===== src/isws_pkg.sv =====
// ----------------------------------------------------------------------------
// Insertion sorter package
// Shared sizes, the command passed from front to back, and the result item.
// ----------------------------------------------------------------------------
package isws_pkg;

  // Store depth and width of one stored value.
  localparam int DEPTH       = 32;
  localparam int VALUE_WIDTH = 32;

  // Fill count holds 0 through DEPTH.
  localparam int CNT_W = $clog2(DEPTH + 1);

  // Fixed field widths of the stream ports.
  localparam int IN_W   = 32;
  localparam int ELEM_W = 32;
  localparam int SC_W   = 6;

  // Command queue between front and back.
  localparam int Q_DEPTH = 4;
  localparam int Q_AW    = $clog2(Q_DEPTH);

  // Result kinds carried in tuser bit 0.
  localparam logic KIND_SHIFT  = 1'b0;
  localparam logic KIND_SORTED = 1'b1;

  // One classified input item.
  typedef struct packed {
    logic [VALUE_WIDTH-1:0] value;
    logic                   last;
    logic                   ovf;
  } cmd_t;

  // One result item.
  typedef struct packed {
    logic              kind;
    logic [ELEM_W-1:0] element;
    logic [SC_W-1:0]   shift_count;
    logic              overflow;
    logic              end_of_run;
  } result_t;

endpackage


===== src/isws_front.sv =====
// ----------------------------------------------------------------------------
// Insertion sorter front end
// Accepts input transfers, tracks the projected fill level and marks values
// that will find the store full.
// ----------------------------------------------------------------------------
module isws_front (
  input  logic                       clk,
  input  logic                       rst,
  input  logic                       in_valid,
  output logic                       in_ready,
  input  logic [isws_pkg::IN_W-1:0]  in_value,
  input  logic                       in_last,
  output logic                       q_push,
  output isws_pkg::cmd_t             q_cmd,
  input  logic                       q_full
);

  // Fill level the store will have once every queued command is done.
  logic [isws_pkg::CNT_W-1:0] fill;
  logic                       full_now;

  assign in_ready = !q_full;
  assign q_push   = in_valid && in_ready;
  assign full_now = (fill == isws_pkg::CNT_W'(isws_pkg::DEPTH));

  // Classify the incoming value.
  always_comb begin
    q_cmd.value = isws_pkg::VALUE_WIDTH'($unsigned(in_value));
    q_cmd.last  = in_last;
    q_cmd.ovf   = full_now;
  end

  // A final item empties the store; otherwise a stored value adds one.
  always_ff @(posedge clk) begin
    if (rst) begin
      fill <= '0;
    end else if (q_push) begin
      if (in_last) begin
        fill <= '0;
      end else if (!full_now) begin
        fill <= fill + 1'b1;
      end
    end
  end

endmodule


===== src/isws_queue.sv =====
// ----------------------------------------------------------------------------
// Insertion sorter command queue
// Small register queue that lets front and back stall independently.
// ----------------------------------------------------------------------------
module isws_queue (
  input  logic           clk,
  input  logic           rst,
  input  logic           push,
  input  isws_pkg::cmd_t push_cmd,
  output logic           full,
  output logic           head_valid,
  output isws_pkg::cmd_t head_cmd,
  input  logic           pop
);

  isws_pkg::cmd_t        slots [isws_pkg::Q_DEPTH];
  logic [isws_pkg::Q_AW:0] wr_ptr;
  logic [isws_pkg::Q_AW:0] rd_ptr;

  // Pointers carry one extra bit to tell full from empty.
  assign head_valid = (wr_ptr != rd_ptr);
  assign full = (wr_ptr[isws_pkg::Q_AW] != rd_ptr[isws_pkg::Q_AW]) &&
                (wr_ptr[isws_pkg::Q_AW-1:0] == rd_ptr[isws_pkg::Q_AW-1:0]);
  assign head_cmd = slots[rd_ptr[isws_pkg::Q_AW-1:0]];

  // Pointer update.
  always_ff @(posedge clk) begin
    if (rst) begin
      wr_ptr <= '0;
      rd_ptr <= '0;
    end else begin
      if (push) begin
        wr_ptr <= wr_ptr + 1'b1;
      end
      if (pop) begin
        rd_ptr <= rd_ptr + 1'b1;
      end
    end
  end

  // Slot write.
  always_ff @(posedge clk) begin
    if (push) begin
      slots[wr_ptr[isws_pkg::Q_AW-1:0]] <= push_cmd;
    end
  end

endmodule


===== src/isws_back.sv =====
// ----------------------------------------------------------------------------
// Insertion sorter back end
// Row of compare cells holding the sorted values, a step sequencer that
// inserts one command at a time, and the result output register.
// ----------------------------------------------------------------------------
module isws_back (
  input  logic              clk,
  input  logic              rst,
  input  logic              q_valid,
  input  isws_pkg::cmd_t    q_cmd,
  output logic              q_pop,
  output logic              res_valid,
  input  logic              res_ready,
  output isws_pkg::result_t res
);

  typedef enum logic [4:0] {
    S_IDLE  = 5'b00001,
    S_CMP   = 5'b00010,
    S_POS   = 5'b00100,
    S_INS   = 5'b01000,
    S_DRAIN = 5'b10000
  } state_t;

  state_t                            state;
  isws_pkg::cmd_t                    cmd;
  logic [isws_pkg::VALUE_WIDTH-1:0]  cells [isws_pkg::DEPTH];
  logic [isws_pkg::CNT_W-1:0]        fill;
  logic [isws_pkg::DEPTH-1:0]        greater;
  logic [isws_pkg::DEPTH-1:0]        greater_c;
  logic [isws_pkg::DEPTH-1:0]        ins_c;
  logic [isws_pkg::CNT_W-1:0]        pos;
  logic [isws_pkg::CNT_W-1:0]        pos_c;
  logic                              load_ok;
  logic                              res_load;

  // The output register can take a new result when empty or being drained.
  assign load_ok  = !res_valid || res_ready;
  assign res_load = load_ok && ((state == S_INS) || (state == S_DRAIN));
  assign q_pop    = (state == S_IDLE) && q_valid;

  // Each valid cell compares its value with the incoming one.
  always_comb begin
    for (int i = 0; i < isws_pkg::DEPTH; i++) begin
      greater_c[i] = (isws_pkg::CNT_W'(i) < fill) &&
                     ($signed(cells[i]) > $signed(cmd.value));
    end
  end

  // Insert position: first cell that is greater or not yet filled.
  always_comb begin
    pos_c = fill;
    for (int i = isws_pkg::DEPTH - 1; i >= 0; i--) begin
      if (greater[i]) begin
        pos_c = isws_pkg::CNT_W'(i);
      end
    end
  end

  // Cells at or above the insert position take part in the shift.
  always_comb begin
    for (int i = 0; i < isws_pkg::DEPTH; i++) begin
      ins_c[i] = (isws_pkg::CNT_W'(i) >= pos);
    end
  end

  // Sequencer, cell row and output register.
  always_ff @(posedge clk) begin
    if (rst) begin
      state     <= S_IDLE;
      fill      <= '0;
      res_valid <= 1'b0;
    end else begin
      if (res_valid && res_ready && !res_load) begin
        res_valid <= 1'b0;
      end
      unique case (state)
        S_IDLE: begin
          if (q_valid) begin
            cmd   <= q_cmd;
            state <= S_CMP;
          end
        end
        S_CMP: begin
          greater <= greater_c;
          state   <= S_POS;
        end
        S_POS: begin
          pos   <= pos_c;
          state <= S_INS;
        end
        S_INS: begin
          if (load_ok) begin
            res_valid       <= 1'b1;
            res.kind        <= isws_pkg::KIND_SHIFT;
            res.element     <= '0;
            res.end_of_run  <= 1'b0;
            res.overflow    <= cmd.ovf;
            if (cmd.ovf) begin
              res.shift_count <= '0;
            end else begin
              res.shift_count <= isws_pkg::SC_W'(fill - pos);
              fill            <= fill + 1'b1;
              if (ins_c[0]) begin
                cells[0] <= cmd.value;
              end
              for (int i = 1; i < isws_pkg::DEPTH; i++) begin
                if (ins_c[i]) begin
                  cells[i] <= ins_c[i-1] ? cells[i-1] : cmd.value;
                end
              end
            end
            state <= cmd.last ? S_DRAIN : S_IDLE;
          end
        end
        S_DRAIN: begin
          if (load_ok) begin
            res_valid       <= 1'b1;
            res.kind        <= isws_pkg::KIND_SORTED;
            res.element     <= isws_pkg::ELEM_W'($unsigned(cells[0]));
            res.shift_count <= '0;
            res.overflow    <= 1'b0;
            res.end_of_run  <= (fill == isws_pkg::CNT_W'(1));
            fill            <= fill - 1'b1;
            for (int i = 0; i < isws_pkg::DEPTH - 1; i++) begin
              cells[i] <= cells[i+1];
            end
            if (fill == isws_pkg::CNT_W'(1)) begin
              state <= S_IDLE;
            end
          end
        end
        default: begin
          state <= S_IDLE;
        end
      endcase
    end
  end

endmodule


===== src/insertion_sorter_with_shift_count_top.sv =====
// ----------------------------------------------------------------------------
// Insertion sorter with shift count
// Sorts a run of signed values and reports how far each one moved.
// ----------------------------------------------------------------------------
// Each accepted value yields one shift count transfer giving the number of
// stored values strictly greater than it, or an overflow flag when the
// 32-entry store is full. A value with tlast set is followed by the stored
// values in ascending order, the last marked with tlast, and the store is
// then empty. A value passes through the insertion sequencer steps (compare
// across the cell row, position encode, shift insert with result load), and
// a final value then adds the sorted read-out of every stored value. A
// four-entry command queue lets input transfers continue while the back end
// waits on the output. No clearing pass follows reset.
module insertion_sorter_with_shift_count_top (
  input  logic        clk,
  input  logic        rst,
  input  logic        s_tvalid,
  output logic        s_tready,
  input  logic [31:0] s_tdata,   // [31:0] value
  input  logic        s_tlast,   // final_item
  output logic        m_tvalid,
  input  logic        m_tready,
  output logic [39:0] m_tdata,   // [31:0] element, [37:32] shift_count, rest zero
  output logic [1:0]  m_tuser,   // [0] kind, [1] overflow
  output logic        m_tlast    // end_of_run
);

  logic              q_push;
  logic              q_full;
  logic              q_valid;
  logic              q_pop;
  isws_pkg::cmd_t    push_cmd;
  isws_pkg::cmd_t    head_cmd;
  isws_pkg::result_t res;

  isws_front u_front (
    .clk      (clk),
    .rst      (rst),
    .in_valid (s_tvalid),
    .in_ready (s_tready),
    .in_value (s_tdata),
    .in_last  (s_tlast),
    .q_push   (q_push),
    .q_cmd    (push_cmd),
    .q_full   (q_full)
  );

  isws_queue u_queue (
    .clk        (clk),
    .rst        (rst),
    .push       (q_push),
    .push_cmd   (push_cmd),
    .full       (q_full),
    .head_valid (q_valid),
    .head_cmd   (head_cmd),
    .pop        (q_pop)
  );

  isws_back u_back (
    .clk       (clk),
    .rst       (rst),
    .q_valid   (q_valid),
    .q_cmd     (head_cmd),
    .q_pop     (q_pop),
    .res_valid (m_tvalid),
    .res_ready (m_tready),
    .res       (res)
  );

  // Pack the result onto the output stream.
  assign m_tdata = {2'b00, res.shift_count, res.element};
  assign m_tuser = {res.overflow, res.kind};
  assign m_tlast = res.end_of_run;

  // A sorted element carries no shift count and no overflow.
  assert property (@(posedge clk) disable iff (rst)
    (m_tvalid && m_tuser[0]) |-> (m_tdata[37:32] == '0 && !m_tuser[1]))
    else $error("sorted element with shift count or overflow");

  // A shift count report never ends a run and carries no element.
  assert property (@(posedge clk) disable iff (rst)
    (m_tvalid && !m_tuser[0]) |-> (!m_tlast && m_tdata[31:0] == '0))
    else $error("shift count report with end of run or element");

  // A dropped value reports no shift.
  assert property (@(posedge clk) disable iff (rst)
    (m_tvalid && m_tuser[1]) |-> (m_tdata[37:32] == '0))
    else $error("overflow report with nonzero shift count");

endmodule


===== config.mk =====
export PLATFORM = sky130hd
export DESIGN_NAME = insertion_sorter_with_shift_count_top
export DESIGN_NICKNAME = d
export VERILOG_FILES = /design/src/isws_pkg.sv /design/src/isws_front.sv /design/src/isws_queue.sv /design/src/isws_back.sv /design/src/insertion_sorter_with_shift_count_top.sv
export SDC_FILE = /design/constraint.sdc
export NUM_CORES = 2
export LEC_CHECK = 0
export BUFFER_PORTS_ARGS = -buffer_cell sky130_fd_sc_hd__buf_2
export CORE_ASPECT_RATIO = 1.1
export CORE_MARGIN = 2
export CORE_UTILIZATION = 60
export DETAILED_ROUTE_END_ITERATION = 16
export PLACE_DENSITY = 0.76
export SYNTH_ARGS = -nofsm -noshare
export SYNTH_HDL_FRONTEND = slang
export SYNTH_SLANG_ARGS = --single-unit

===== constraint.sdc =====
create_clock -name clk -period 5.2 [get_ports clk]
set_clock_uncertainty 0.15 [all_clocks]
set_input_delay 1.04 -clock clk [delete_from_list [all_inputs] [get_ports clk]]
set_output_delay 1.04 -clock clk [all_outputs]
set_load 0.02 [all_outputs]

# After elaboration in Yosys (flattened, before gate mapping)

Memory sizes are Yosys's and may differ from the RTL's. A register that Yosys moved wholly into a read port is not among the register bits.
Index checks and enable logic that the tools add are counted.

Register bits: 103
Memory bits (writable): 1160
Output and inout bits: 45
Logic and storage cells: 537
Memories kept: 2

$add $sub $neg: 6
Order comparisons: 96
Equality and inequality tests: 16
Mux-type cells: 310
Bitwise logic cells: 32
Reductions and logical operators: 57

Memory list:

| name          | depth | width | rd ports | clocked after Yosys merged registers in | wr ports | line             | text |
|---|---|---|---|---|---|---|---|
| u_back.cells  | 32    | 32    | 32       | 0                                       | 32       | isws_back.sv:27  | `logic [isws_pkg::VALUE_WIDTH-1:0] cells [isws_pkg::DEPTH];` |
| u_queue.slots | 4     | 34    | 1        | 1                                       | 1        | isws_queue.sv:16 | `isws_pkg::cmd_t slots [isws_pkg::Q_DEPTH];` |

Operators by type and width:

| operator            | number |
|---|---|
| $mux 32             | 62 |
| $gt 32x32->1        | 32 |
| $mux 1              | 202 |
| $mux 5              | 21 |
| $ge 5x6->1 const A  | 16 |
| $lt 5x6->1 const A  | 16 |
| $mux 41             | 2 |
| $pmux 41 s2         | 1 |
| $ge 4x6->1 const A  | 8 |
| $lt 4x6->1 const A  | 8 |
| $logic_and 1x1->1   | 38 |
| $mux 6              | 6 |
| $mux 4              | 8 |
| $reduce_or 32->1    | 1 |
| $or 1x1->1          | 31 |
| $pmux 5 s5          | 1 |
| $ge 3x6->1 const A  | 4 |
| $lt 3x6->1 const A  | 4 |
| $reduce_or 16->1    | 1 |
| $add 6x1->6 const B | 2 |
| $ge 1x6->1 const A  | 2 |
| $ge 2x6->1 const A  | 2 |
| $lt 1x6->1 const A  | 2 |
| $lt 2x6->1 const A  | 2 |
| 28 further kinds    | 45 |

# Logic depth before layout (Yosys ltp)

Word-level depth: 31
Depth in mapped cells: 10
Gate-level depth less buffers: 9

# Cells and area by module

A second synthesis with hierarchy kept.

Cell total of the unflattened synthesis: 8365
Area, all modules: 85330.6 um^2

By module, submodules not included:

| module                                | instances | cells each | area each (um^2) | seq. area each (um^2) |
|---|---|---|---|---|
| isws_back                             | 1         | 8066       | 79337.3          | 34383.0 |
| isws_queue                            | 1         | 218        | 5355.1           | 4244.1 |
| isws_front                            | 1         | 78         | 619.3            | 120.1 |
| insertion_sorter_with_shift_count_top | 1         | 3          | 18.8             | 0.0 |

# Worst setup path before layout

No wires, ideal clock.

Path kind: input-to-reg
From: in m_tready
To: mem u_back.cells[0][512] (netlist name), enable pin
Arrival time: 4.224 ns
Required time: 4.584 ns
Path slack: 0.361 ns
Stages on the path: 6
Buffers on the path: 1
Cell sequence: nand2b_2 > nand2b_1 > nor3_4 > nand2_1 > clkbuf_1 > o21ai_0

RTL lines:

| what            | line                                        | text |
|---|---|---|
| start, declared | insertion_sorter_with_shift_count_top.sv:22 | `input logic m_tready,` |
| end, declared   | isws_back.sv:27                             |  |

# Worst setup path in the final report

From: reg u_back.cmd[33] (netlist name)
To: reg u_back.greater[8] (netlist name), data pin

Longest elaborated chain between the ends: 2

RTL lines:

| what                           | line            | text |
|---|---|---|
| start, declared                | isws_back.sv:26 | `isws_pkg::cmd_t cmd;` |
| start signal, assigned         | isws_back.sv:80 | `cmd <= q_cmd;` |
| $gt 32x32->1                   | isws_back.sv:46 | `($signed(cells[i]) > $signed(cmd.value));` |
| $logic_and 1x1->1              | isws_back.sv:45 | `greater_c[i] = (isws_pkg::CNT_W'(i) < fill) &&` |
| net u_back.greater_c (one bit) | isws_back.sv:30 | `logic [isws_pkg::DEPTH-1:0] greater_c;` |
| end signal, assigned           | isws_back.sv:85 | `greater <= greater_c;` |
| end, declared                  | isws_back.sv:29 | `logic [isws_pkg::DEPTH-1:0] greater;` |

The timed path passes the listed nets, and every way through them passes these cells.
A chain may end at the register's enable or synchronous reset.

==> run summary <==
Worst Path Max Fanout - 33
Synth cell count leaders - edfxtp_1, ha_1, nand2_1, o21ai_0, mux2i_1
Initial DRT Pass Iterations - 6
Post-synth ARST share - 0%
Mapped cell area - 85200 sq um
Fin Setup TNS - 0 ns
Width of the die - 363 um
Yosys cell types - 90
Mean Syn Cell Area - 10.4 sq um
Slowest CP cell - nor4_1
Total track usage - 38.0%
Area after DPL - 87800 sq um
Clock latency on the worst-skew pair - 0.82 ns
Port buffer count - 79
Top delay family on crit path - simple AND/OR/NAND/NOR gates
Worst slack, placed - 1.07 ns
Vias/cell - 6.81
Crit path buf inv count - 2
Minimum clock period - 4.28 ns
Die area - 145000 sq um
Critical Path AT - 4.72 ns
Main flop type after synthesis - edfxtp_1
CTS H-tree depth - 4
Initial Utilization - 60.2%
Req. time, crit path - 5.64 ns
Via Count - 68900
Global placement routability congestion - 0.993
# IOs - 82
Largest net degree at the start of global routing - 215
# nets final - 9233
Crit path largest cell delay - 0.85 ns
Slew margin rel. - 15.4%
Pleak - 0.0360 uW
Final Cell Area - 92600 sq um
Hold Fails Final Rpt - 0
#FFs+latches synth - 1297
Worst path cell trace - inv_2 -> buf_4 -> ha_1 -> nand4_1 -> nor4_1 -> nor3b_1 -> nor4_1 -> nand4_1 -> nor4b_1
Area grow syn2layout - 8.62%
Layout cells sized above 1 - 8.37%
Status - finished, final reports clean
Initial DRC count - 9144
CTS clk-pin slew, worst paths - 0.07 ns
HPWL Detailed - 198000 um
Max Clock Freq - 0.234 GHz
Period utilization - 82.3%
Avg WL per Cell - 27.7 um
Clock tree sinks - 1297
Setup CP Type - register to register
Number of synthesized flops with an enable pin - 1273
Filler instances - 10900
Final Core Density - 65.4%
PD cells - 350 nW/um^2
Clk buf depth - 3
Post-route ant nets - 0
Wirelength, routed - 280000 um
Top post-synthesis cells by area - edfxtp_1, ha_1, mux2i_1, o21ai_0, nand2_1
Core ar. - 142000 sq um
Share of the synthesized area in the top cell type - 44.9%
Row cnt - 145
Pins over their slew limit - 0
Slew @ Worst Pin - 1.25 ns
GRT Residual Overflow - 0
Die Y - 399 um
Setup WS post-layout - 0.923 ns
Register area share after synthesis - 45.4%
Most frequent cell after synthesis - edfxtp_1
Worst hold-check path type - input port to register
Vias in the first global route - 66300
CTS tree - built
RSZ-0062 raised after global routing - no
DRC errors left - 0
CTS buffer count - 143
Final setup viols - 0
Synth Instances - 8191
Cts hold-fix bufs - 0
Worst Setup Start Kind - register
Post-cts sizing count - 0
YS warnings - 0
Antenna violations before repair - 5
Critical Path Sink Type - register
Max-cap violations - 0
Clk root buf - clkbuf_16
Post-CTS setup buffers - 0
First-pass GRT wire length - 413000 um
VDD IR max - 450 uV
Yosys top cell by area - edfxtp_1
power breakdown:
part | switching (uW) | total, uW | internal, uW
Sequential | 146 | 12100 | 11900
Combinational | 6410 | 9840 | 3430
Clock | 4550 | 10500 | 5950
layer usage:
layer | GRT usage, % | vias up | wire (um)
met5 | 0 | - | 85
met2 | 56.3 | 4308 | 119000
met1 | 50.7 | 32900 | 108000
li1 | - | 30800 | -
met3 | 7.95 | 909 | 32100
met4 | 25.1 | 12 | 20700
registers in the layout, indices dropped and copies added (netlist names):
| signal | flops |
|---|---|
| u_back.cells | 1024 |
| u_queue.slots | 136 |
| u_back.res | 41 |
| u_back.cmd | 34 |
| u_back.greater | 32 |
| u_back.fill | 6 |
| u_back.pos | 6 |
| u_front.fill | 6 |
| u_back.state | 5 |
| u_queue.rd_ptr | 3 |
| u_queue.wr_ptr | 3 |
| u_back.res_valid | 1 |
kinds of logic (layout without fill, tap and decap cells):
| logic type | Yosys count | count (layout) | share of synthesized area, % |
|---|---|---|---|
| other | 1 | 6 | 0.00440 |
| flip-flops | 1297 | 1297 | 45.4 |
| buffers and inverters | 604 | 684 | 3.12 |
| XOR/XNOR | 24 | 24 | 0.247 |
| adder cells (fa/ha/maj) | 1040 | 1040 | 15.3 |
| multiplexers | 780 | 780 | 9.71 |
| AO/OA/AOI/OAI | 2164 | 2164 | 14.4 |
| AND/OR/NAND/NOR | 2281 | 2281 | 11.9 |
cells in the final DEF (no fill, tap or decap), types with 26 or more instances in the layout:
cell	count
clkinv_2	26
nor2b_1	58
o21a_1	31
nand4_1	162
clkbuf_16	146
inv_1	93
mux2_2	31
nor2_1	614
and3_1	29
clkbuf_1	33
nor4_1	43
a31oi_1	58
o211ai_1	44
inv_2	33
a211oi_1	53
mux2i_1	715
nor3_1	87
ha_1	1039
and2_1	35
buf_4	207
nand2_1	1018
and4_1	32
a21o_1	135
mux4_2	34
edfxtp_1	1273
nand3_1	82
buf_2	79
o21ai_1	76
a21oi_1	703
o21ai_0	871
per-stage QoR:
| stage | cells | power [uW] | hold slack (ns) |
|---|---|---|---|
| after floorplan | 8192 | 18100 | 0.330 |
| after global placement | 9848 | 21300 | 0.349 |
| after detailed placement | 9848 | 21700 | 0.364 |
| after CTS | 10100 | 32100 | 0.232 |
| after global routing | 10100 | 33600 | 0.266 |
| final | 10100 | 32400 | 0.272 |
worst register-to-register path, cell delays in order (launching register included):
cell and delay (ns):
edfxtp_1 0.43, inv_2 0.79, buf_4 0.39, ha_1 0.23, nand4_1 0.19, nor4_1 0.85
nor3b_1 0.46, nor4_1 0.11, nand4_1 0.12, nor4b_1 0.32
path summary, 6_finish.rpt:
| kind | from | endpoint | depth (start not counted) | slack [ns] |
|---|---|---|---|---|
| setup / recovery | u_back.cmd[33] | u_back.greater[8] | 9 | 0.92 |
| hold reg to reg | u_front.fill[5] | u_front.fill[5] | 2 | 0.40 |
| setup reg to reg | u_back.cmd[33] | u_back.greater[8] | 9 | 0.92 |
| hold / removal | s_tdata[4] | u_queue.slots[3][6] | 1 | 0.27 |
cell type report:
cell class	instances	area, sq um	share of cell area, %
antenna	4	10.0	0.0108
clock buffer	181	3800	4.11
clock inverter	80	930	1.00
inverter	126	473	0.511
multi-input combinational	6291	44200	47.7
sequential	1297	38700	41.8
tap	1837	2300	2.48
timing repair buffer	297	2170	2.34
Power figures use the tool's default switching activity.
